`src/rtl/stt_pkg.sv`:
```
// Shared types and constants for the sleep timer table.
`timescale 1ns / 1ps

package stt_pkg;

    // Field widths fixed by the interface.
    localparam int OWNER_W = 8;
    localparam int TICKS_W = 32;
    localparam int MS_W    = 24;
    localparam int RATE_W  = 14;
    localparam int KIND_W  = 2;

    // Millisecond to tick conversion. Since 1000 = 8 * 125, a value below 2**24
    // divided by 1000 is (value >> 3) * RECIP_125 >> 28, with RECIP_125 the
    // ceiling of 2**28 / 125; the rounding error stays below one quotient step.
    localparam int MS_PER_S  = 1000;
    localparam int REM_W     = $clog2(MS_PER_S);
    localparam int QMS_W     = 15;
    localparam int ARATE_W   = QMS_W + RATE_W;
    localparam int PRE_SH    = 3;
    localparam int RECIP_W   = 22;
    localparam int RECIP_SH  = 28;
    localparam int DPROD_W   = MS_W - PRE_SH + RECIP_W;
    localparam logic [RECIP_W-1:0] RECIP_125 = 22'd2147484;

    // At most this many releases are reported for one tick.
    localparam int MAX_RESULTS = 16;
    localparam int NREL_W      = $clog2(MAX_RESULTS + 1);

    // Operation codes of an input word.
    localparam logic OP_TICK = 1'b0;
    localparam logic OP_SET  = 1'b1;

    // Result kinds.
    localparam logic [KIND_W-1:0] KIND_RELEASE = 2'd0;
    localparam logic [KIND_W-1:0] KIND_SET     = 2'd1;
    localparam logic [KIND_W-1:0] KIND_FULL    = 2'd2;

    // One table entry.
    typedef struct packed {
        logic [OWNER_W-1:0] owner;
        logic [TICKS_W-1:0] ticks;
    } t_entry;

    // Per-cell control from the sequencer.
    typedef struct packed {
        logic load;   // write a new owner and count
        logic shift;  // take the right neighbor's entry
        logic dec;    // count down by one, stopping at zero
    } t_cell_ctl;

endpackage

```
`src/rtl/sleep_timer_table_top.sv`:
```
// Top level of the sleep timer table: sequencer, tick converter and row of cells.
`timescale 1ns / 1ps
//
// Use: a word is taken when start is high and busy is low. With i_op set, the
// word sets or refreshes the timer of i_owner_id to i_delay_ms milliseconds,
// converted to ticks with the tick rate register; one result follows, kind set
// or full, with o_last high. The accepting edge loads the tick converter; when
// the converter signals done, the result register is loaded, so the result is on
// the ports as busy drops. With i_op clear, the word is one tick: the sequencer
// walks the stored entries one per cycle, then ends the walk and flushes the
// held release, after which busy drops. Each expired owner comes out as a
// release result; the final one carries o_last, and a tick with nothing expired
// gives no result. Results are shown for one cycle under o_strobe and cannot be
// held off. The tick rate is written through i_cfg_valid and i_cfg_data; the
// user must do so only while busy is low, and the block does not enforce this.
// Reset empties the table and sets the rate to 18.
//
module sleep_timer_table_top #(
    parameter int MAX_ENTRIES = 16
) (
    input  logic                        i_clk,
    input  logic                        i_rst_n,
    input  logic                        start,
    output logic                        busy,
    input  logic                        i_op,
    input  logic [stt_pkg::OWNER_W-1:0] i_owner_id,
    input  logic [stt_pkg::MS_W-1:0]    i_delay_ms,
    output logic                        o_strobe,
    output logic [stt_pkg::KIND_W-1:0]  o_kind,
    output logic [stt_pkg::OWNER_W-1:0] o_owner_out,
    output logic                        o_last,
    input  logic                        i_cfg_valid,
    output logic                        o_cfg_ready,
    input  logic [stt_pkg::RATE_W-1:0]  i_cfg_data
);
    import stt_pkg::*;

    localparam int IW = (MAX_ENTRIES > 1) ? $clog2(MAX_ENTRIES) : 1;
    localparam int CW = $clog2(MAX_ENTRIES + 1);

    localparam logic [1:0] ST_IDLE  = 2'd0;
    localparam logic [1:0] ST_SET   = 2'd1;
    localparam logic [1:0] ST_WALK  = 2'd2;
    localparam logic [1:0] ST_FLUSH = 2'd3;

    logic [1:0]         r_state;
    logic [CW-1:0]      r_count;
    logic [CW-1:0]      r_left;
    logic [IW-1:0]      r_w;
    logic [NREL_W-1:0]  r_nrel;
    logic               r_pend;
    logic [OWNER_W-1:0] r_pend_owner;
    logic [OWNER_W-1:0] r_owner_req;
    logic [RATE_W-1:0]  r_rate;
    logic               r_strobe;
    logic [KIND_W-1:0]  r_kind;
    logic [OWNER_W-1:0] r_owner_out;
    logic               r_last;

    logic               w_accept;
    logic               w_div_done;
    logic [TICKS_W-1:0] w_ticks;
    t_entry             w_load_data;
    t_entry             w_entry [MAX_ENTRIES];
    logic               w_exp   [MAX_ENTRIES];
    logic [MAX_ENTRIES-1:0] w_hit;
    logic               w_any_hit;
    logic               w_full;
    logic               w_walk;
    logic               w_rel;
    logic               w_keep;
    logic               w_set_wr;

    assign busy        = (r_state != ST_IDLE);
    assign w_accept    = start && !busy;
    assign o_cfg_ready = 1'b1;

    // Tick conversion unit.
    stt_div u_div (
        .i_clk   (i_clk),
        .i_rst_n (i_rst_n),
        .i_start (w_accept && (i_op == OP_SET)),
        .i_ms    (i_delay_ms),
        .i_rate  (r_rate),
        .o_done  (w_div_done),
        .o_ticks (w_ticks)
    );

    assign w_load_data.owner = r_owner_req;
    assign w_load_data.ticks = w_ticks;

    // Walk decisions on the entry at the write position.
    assign w_walk   = (r_state == ST_WALK) && (r_left != '0);
    assign w_rel    = w_walk && w_exp[r_w] && (r_nrel < NREL_W'(MAX_RESULTS));
    assign w_keep   = w_walk && !w_rel;
    assign w_any_hit = |w_hit;
    assign w_full   = (r_count >= CW'(MAX_ENTRIES));
    assign w_set_wr = (r_state == ST_SET) && w_div_done;

    // The row of cells; the last cell has no right neighbor and keeps its own.
    for (genvar gi = 0; gi < MAX_ENTRIES; gi++) begin : g_cell
        t_cell_ctl w_ctl;
        t_entry    w_next;
        logic      w_match;

        assign w_hit[gi] = w_match && (CW'(gi) < r_count);

        always_comb begin
            w_ctl.load  = w_set_wr &&
                          (w_any_hit ? w_hit[gi] : (!w_full && (CW'(gi) == r_count)));
            w_ctl.shift = w_rel && (IW'(gi) >= r_w);
            w_ctl.dec   = w_keep && (IW'(gi) == r_w);
        end

        if (gi == MAX_ENTRIES - 1) begin : g_tail
            assign w_next = w_entry[gi];
        end else begin : g_body
            assign w_next = w_entry[gi + 1];
        end

        stt_cell u_cell (
            .i_clk       (i_clk),
            .i_ctl       (w_ctl),
            .i_next      (w_next),
            .i_load_data (w_load_data),
            .i_owner_req (r_owner_req),
            .o_entry     (w_entry[gi]),
            .o_expired   (w_exp[gi]),
            .o_match     (w_match)
        );
    end

    // Tick rate register.
    always_ff @(posedge i_clk) begin
        if (!i_rst_n) begin
            r_rate <= RATE_W'(18);
        end else if (i_cfg_valid && o_cfg_ready) begin
            r_rate <= i_cfg_data;
        end
    end

    // Sequencer and result register.
    always_ff @(posedge i_clk) begin
        if (!i_rst_n) begin
            r_state  <= ST_IDLE;
            r_count  <= '0;
            r_left   <= '0;
            r_w      <= '0;
            r_nrel   <= '0;
            r_pend   <= 1'b0;
            r_strobe <= 1'b0;
        end else begin
            r_strobe <= 1'b0;
            case (r_state)
                ST_IDLE: begin
                    if (w_accept) begin
                        if (i_op == OP_SET) begin
                            r_state <= ST_SET;
                        end else begin
                            r_state <= ST_WALK;
                            r_left  <= r_count;
                            r_w     <= '0;
                            r_nrel  <= '0;
                            r_pend  <= 1'b0;
                        end
                    end
                end
                ST_SET: begin
                    if (w_div_done) begin
                        r_strobe <= 1'b1;
                        r_last   <= 1'b1;
                        if (w_any_hit) begin
                            r_kind <= KIND_SET;
                        end else if (w_full) begin
                            r_kind <= KIND_FULL;
                        end else begin
                            r_kind  <= KIND_SET;
                            r_count <= r_count + CW'(1);
                        end
                        r_state <= ST_IDLE;
                    end
                end
                ST_WALK: begin
                    if (r_left == '0) begin
                        r_state <= ST_FLUSH;
                    end else begin
                        r_left <= r_left - CW'(1);
                        if (w_rel) begin
                            // Hold each release back one step to learn whether it is the last.
                            r_count      <= r_count - CW'(1);
                            r_nrel       <= r_nrel + NREL_W'(1);
                            r_pend       <= 1'b1;
                            r_pend_owner <= w_entry[r_w].owner;
                            if (r_pend) begin
                                r_strobe <= 1'b1;
                                r_kind   <= KIND_RELEASE;
                                r_last   <= 1'b0;
                            end
                        end else begin
                            r_w <= IW'(r_w + IW'(1));
                        end
                    end
                end
                ST_FLUSH: begin
                    if (r_pend) begin
                        r_strobe <= 1'b1;
                        r_kind   <= KIND_RELEASE;
                        r_last   <= 1'b1;
                    end
                    r_pend  <= 1'b0;
                    r_state <= ST_IDLE;
                end
                default: begin
                    r_state <= ST_IDLE;
                end
            endcase
        end
    end

    // Owner field of the result: the request owner, or the held release.
    always_ff @(posedge i_clk) begin
        if (w_accept && (i_op == OP_SET)) begin
            r_owner_req <= i_owner_id;
        end
        if (w_set_wr) begin
            r_owner_out <= r_owner_req;
        end else if ((w_rel && r_pend) || ((r_state == ST_FLUSH) && r_pend)) begin
            r_owner_out <= r_pend_owner;
        end
    end

    assign o_strobe    = r_strobe;
    assign o_kind      = r_kind;
    assign o_owner_out = r_owner_out;
    assign o_last      = r_last;

endmodule

```
`src/rtl/stt_cell.sv`:
```
// One cell of the timer row: holds one entry and hands it to its left neighbor.
`timescale 1ns / 1ps

module stt_cell (
    input  logic                      i_clk,
    input  stt_pkg::t_cell_ctl        i_ctl,
    input  stt_pkg::t_entry           i_next,
    input  stt_pkg::t_entry           i_load_data,
    input  logic [stt_pkg::OWNER_W-1:0] i_owner_req,
    output stt_pkg::t_entry           o_entry,
    output logic                      o_expired,
    output logic                      o_match
);
    import stt_pkg::*;

    t_entry r_entry;
    t_entry n_entry;

    // An entry whose count is zero or one expires on this tick.
    assign o_expired = (r_entry.ticks <= TICKS_W'(1));
    assign o_match   = (r_entry.owner == i_owner_req);
    assign o_entry   = r_entry;

    // Next entry: load, shift in from the right, or count down.
    always_comb begin
        n_entry = r_entry;
        if (i_ctl.load) begin
            n_entry = i_load_data;
        end else if (i_ctl.shift) begin
            n_entry = i_next;
        end else if (i_ctl.dec) begin
            if (r_entry.ticks != '0) begin
                n_entry.ticks = r_entry.ticks - TICKS_W'(1);
            end
        end
    end

    // Payload only; the table count in the sequencer says which cells hold data.
    always_ff @(posedge i_clk) begin
        r_entry <= n_entry;
    end

endmodule

```
`src/rtl/stt_div.sv`:
```
// Converts milliseconds to ticks at the tick rate with reciprocal multiplications by 1/1000.
`timescale 1ns / 1ps

module stt_div (
    input  logic                        i_clk,
    input  logic                        i_rst_n,
    input  logic                        i_start,
    input  logic [stt_pkg::MS_W-1:0]    i_ms,
    input  logic [stt_pkg::RATE_W-1:0]  i_rate,
    output logic                        o_done,
    output logic [stt_pkg::TICKS_W-1:0] o_ticks
);
    import stt_pkg::*;

    localparam int LAT = 6;

    logic [MS_W-1:0]    r_ms;
    logic [RATE_W-1:0]  r_rate;
    logic [QMS_W-1:0]   r_a;
    logic [REM_W-1:0]   r_b;
    logic [ARATE_W-1:0] r_arate;
    logic [MS_W-1:0]    r_brate;
    logic [QMS_W-1:0]   r_c;
    logic [TICKS_W-1:0] r_q;
    logic [LAT-1:0]     r_vld;

    logic [MS_W-1:0]    w_b_full;

    // Division by 1000 of a value below 2**24 through the reciprocal of 125.
    function automatic logic [QMS_W-1:0] div_1000(input logic [MS_W-1:0] x);
        logic [DPROD_W-1:0] prod;
        prod = DPROD_W'(x[MS_W-1:PRE_SH]) * DPROD_W'(RECIP_125);
        return prod[RECIP_SH +: QMS_W];
    endfunction

    // Progress of the one conversion in flight.
    always_ff @(posedge i_clk) begin
        if (!i_rst_n) begin
            r_vld <= '0;
        end else begin
            r_vld <= {r_vld[LAT-2:0], i_start};
        end
    end

    // Operands are held for the whole conversion.
    always_ff @(posedge i_clk) begin
        if (i_start) begin
            r_ms   <= i_ms;
            r_rate <= i_rate;
        end
    end

    // ms = a * 1000 + b, so ms * rate / 1000 = a * rate + b * rate / 1000.
    assign w_b_full = r_ms - (MS_W'(r_a) * MS_W'(MS_PER_S));

    always_ff @(posedge i_clk) begin
        r_a     <= div_1000(r_ms);
        r_b     <= w_b_full[REM_W-1:0];
        r_arate <= ARATE_W'(r_a) * ARATE_W'(r_rate);
        r_brate <= MS_W'(r_b) * MS_W'(r_rate);
        r_c     <= div_1000(r_brate);
        r_q     <= TICKS_W'(r_arate) + TICKS_W'(r_c);
    end

    // The largest count the field ranges allow is below 2**29, so no saturation is needed.
    assign o_done  = r_vld[LAT-1];
    assign o_ticks = r_q;

endmodule

```
`config.mk`:
```
export PLATFORM = sky130hd
export DESIGN_NAME = sleep_timer_table_top
export DESIGN_NICKNAME = d
export VERILOG_FILES = /design/src/rtl/stt_pkg.sv /design/src/rtl/sleep_timer_table_top.sv /design/src/rtl/stt_cell.sv /design/src/rtl/stt_div.sv
export SDC_FILE = /design/constraint.sdc
export NUM_CORES = 2
export LEC_CHECK = 0
export ABC_CLOCK_PERIOD_IN_PS = 8800
export BUFFER_PORTS_ARGS = -buffer_cell sky130_fd_sc_hd__buf_2
export CAP_MARGIN = 10
export CORE_MARGIN = 3
export CORE_UTILIZATION = 23
export CTS_CLUSTER_SIZE = 24
export DETAILED_ROUTE_END_ITERATION = 7
export GPL_ROUTABILITY_DRIVEN = 0
export PLACE_DENSITY = 0.46
export SLEW_MARGIN = 15
export SYNTH_ARGS = -nofsm -noshare
export SYNTH_HDL_FRONTEND = slang
export SYNTH_SLANG_ARGS = --single-unit
```
`constraint.sdc`:
```
create_clock -name i_clk -period 8.8 [get_ports i_clk]
set_input_delay 1.76 -clock i_clk [delete_from_list [all_inputs] [get_ports i_clk]]
set_output_delay 1.76 -clock i_clk [all_outputs]
set_load 0.02 [all_outputs]
```
==> key figures <==
Place
  – Port Buffers: 63
  – Hpwl dp: 164 mm
  – Place WS: 2.12 ns

Logic synthesis
  – Leading area contributor after synthesis: edfxtp_1
  – Yosys reg bits: 868
  – Most frequent cell after synthesis: nand2_1
  – Mapped Area: 72800 um^2
  – Synth top area cells: edfxtp_1 (29%), fa_1 (12%), ha_1 (9.8%)
  – Top cell type's share of synthesized area: 29.1%
  – Register area share after synthesis: 33.6%
  – Netlist cell types: 83
  – Syn Inst Count: 7361
  – Syn nets: 8419
  – Ys flop type: edfxtp_1
  – Post-synth top cells: nand2_1 (817), edfxtp_1 (705), inv_1 (684), ha_1 (573), fa_1 (434)
  – Async set or reset register ratio after synthesis: 0%
  – Syn Area/Cell: 9.89 um^2
  – Yosys warns: 0
  – Post-synth EDFFs: 705

Detailed routing
  – First-pass iteration count of the detailed router: 6
  – Post-DRT Antenna Nets: 0
  – DR DRC count: 0
  – Starting DRT DRC Count: 3655
  – Metal-1 WL: 103 mm
  – Drt wl/cell: 19.4 um
  – Met3 WL: 9.47 mm
  – Vias per cell: 4.65
  – Metal2 WL: 105 mm
  – Highest routed metal layer: met4
  – Via Count: 53400
  – WL final: 223 mm

Worst hold path
  – Hold Path Class: register to register

STA
  – Crit share post-route: 76.5%
  – Final Hold Viols: 0
  – Final setup violation count: 0
  – Worst Max-Slew Pin Slew: 1.18 ns
  – Max-Slew Margin vs Limit: 20.5%
  – Minimum clock period: 6.73 ns
  – Setup WS post-layout: 2.07 ns
  – Top achievable clock speed: 148 MHz
  – Clk_skew: 0.0658 ns
  – RSZ-0062 raised after global routing: no
  – Pins Over Slew Limit: 0
  – TNS Setup: 0 ns

Clock network
  – CTS tree: built
  – Post-CTS Setup Inserts: 0
  – Hold buffer count at cts: 0
  – Max Root-Sink Buffers: 3
  – Clock sink count: 868
  – Root buf cell: clkbuf_16
  – CTS Buf Count: 101
  – H-tree depth: 3
  – Clk_lat worst skew: 0.73 ns
  – Post-CTS Resized: 0
  – Clock transition at path regs: 0.06 ns

GRT
  – First-pass GRT wire length: 345 mm
  – Largest net degree at the start of global routing: 72
  – Initial antenna violation count: 14
  – All-Layer GR Usage: 13.6%
  – Grt ovf: 0
  – Via count of the first global-routing pass: 55000

Floorplanning
  – Std cell rows: 205
  – Die Wd: 569 um
  – Floorplan core area: 313000 um^2
  – Starting Density: 23.2%
  – Die area: 323000 um^2
  – Ports: 65
  – Chip height: 569 um

Layout
  – Synthesis-to-layout area growth: 11.4%
  – Layout cells sized above 1: 8.88%
  – Nets: 8325

Worst setup path
  – Critical Path AT: 7.33 ns
  – Crit path kind: register to register
  – Crit path launch type: register
  – CP required: 9.40 ns
  – Crit end category: register
  – Worst Path Max Fanout: 25

Outcome
  – Status: finished clean

Run
  – Max-cap violations: 0
[worst paths after layout]
path	from	end	slack, ns	cells after the start
max reg2reg	u_div.r_rate[5]$_DFFE_PP_	u_div.r_brate[22]$_DFF_P_	2.07	18
max	u_div.r_rate[5]$_DFFE_PP_	u_div.r_brate[22]$_DFF_P_	2.07	18
min	u_div.r_ms[2]$_DFFE_PP_	u_div.r_b[2]$_DFF_P_	0.34	0
min reg2reg	u_div.r_ms[2]$_DFFE_PP_	u_div.r_b[2]$_DFF_P_	0.34	0
[cells by family (layout without fill, tap and decap cells)]
kind of cell	after synthesis	in the layout	synth area share [%]
xor+xnor	671	671	8.07
other cells	1	4	0.00515
mux	490	490	7.48
simple gates	2235	2235	14.7
compound gates	1054	1054	8.85
buf+inv	1035	1028	5.51
flops	868	868	33.6
fa+ha+maj	1007	1007	21.8
[layout by cell type, fill, tap and decap left out, types with 36 or more instances in the layout]
cell,instances
o21ai_0,432
xnor2_1,410
buf_4,90
a21o_1,41
ha_1,573
inv_1,684
a221o_1,36
nand3_1,77
buf_2,63
a21oi_1,213
fa_1,434
nand4_1,49
a211oi_1,46
mux2_2,220
nor2_1,423
xor2_1,261
and2_1,186
nor3_1,213
dfxtp_1,142
o31ai_1,39
nor2b_1,44
edfxtp_1,705
or3_1,77
nor4_1,109
mux2i_1,229
or4_1,76
and3_1,36
nand2_1,814
clkbuf_16,107
[sequential cells by signal (all words and copies together), names as in the netlist, 15 cells and up]
| name | cells |
|---|---|
| g_cell.u_cell.o_entry | 640 |
| u_div.o_ticks | 30 |
| u_div.r_arate | 29 |
| u_div.r_ms | 24 |
| u_div.r_brate | 21 |
| u_div.r_a | 15 |
| u_div.r_c | 15 |
[critical path, cell delays in order (launching register included)]
cell	delay, ns
edfxtp_1	0.99
nand2_1	0.19
fa_1	0.59
inv_1	0.05
fa_1	0.49
inv_1	0.05
fa_1	0.47
fa_1	0.57
inv_1	0.06
fa_1	0.47
ha_1	0.37
a21o_1	0.22
a2111oi_0	0.47
nor3b_1	0.17
o41a_1	0.44
a2111o_1	0.47
a31o_2	0.24
a21oi_1	0.17
xnor2_1	0.13
[through the flow]
step	area, um^2	utilization [%]	hold WS (ns)	instances
2_1_floorplan	72800	-	0.323	7361
3_3_place_gp	77900	24.8	0.324	11300
3_5_place_dp	77900	24.8	0.327	11300
4_1_cts	81100	25.9	0.341	11500
5_1_grt	81100	25.9	0.354	11500
6_report	81100	25.9	0.341	11500
[area by class of cell]
class	instances	area, um^2
Tap cell	4140	5180
Sequential cell	868	24500
Multi-Input combinational cell	5458	44700
Clock buffer	137	2820
Fill cell	33400	232000
Timing Repair Buffer	153	991
Clock inverter	53	400
Antenna cell	3	7.51
Inverter	685	2570
[metal layers]
metal	vias up	GRT usage, %
li1	25300	-
met1	26800	18.6
met2	1075	22.9
met3	253	1.58
met4	0	2.99
met5	-	0
Power is left out: the tool's default activity adds up to more than one toggle a clock period on the data nets, which glitch-free logic cannot reach.
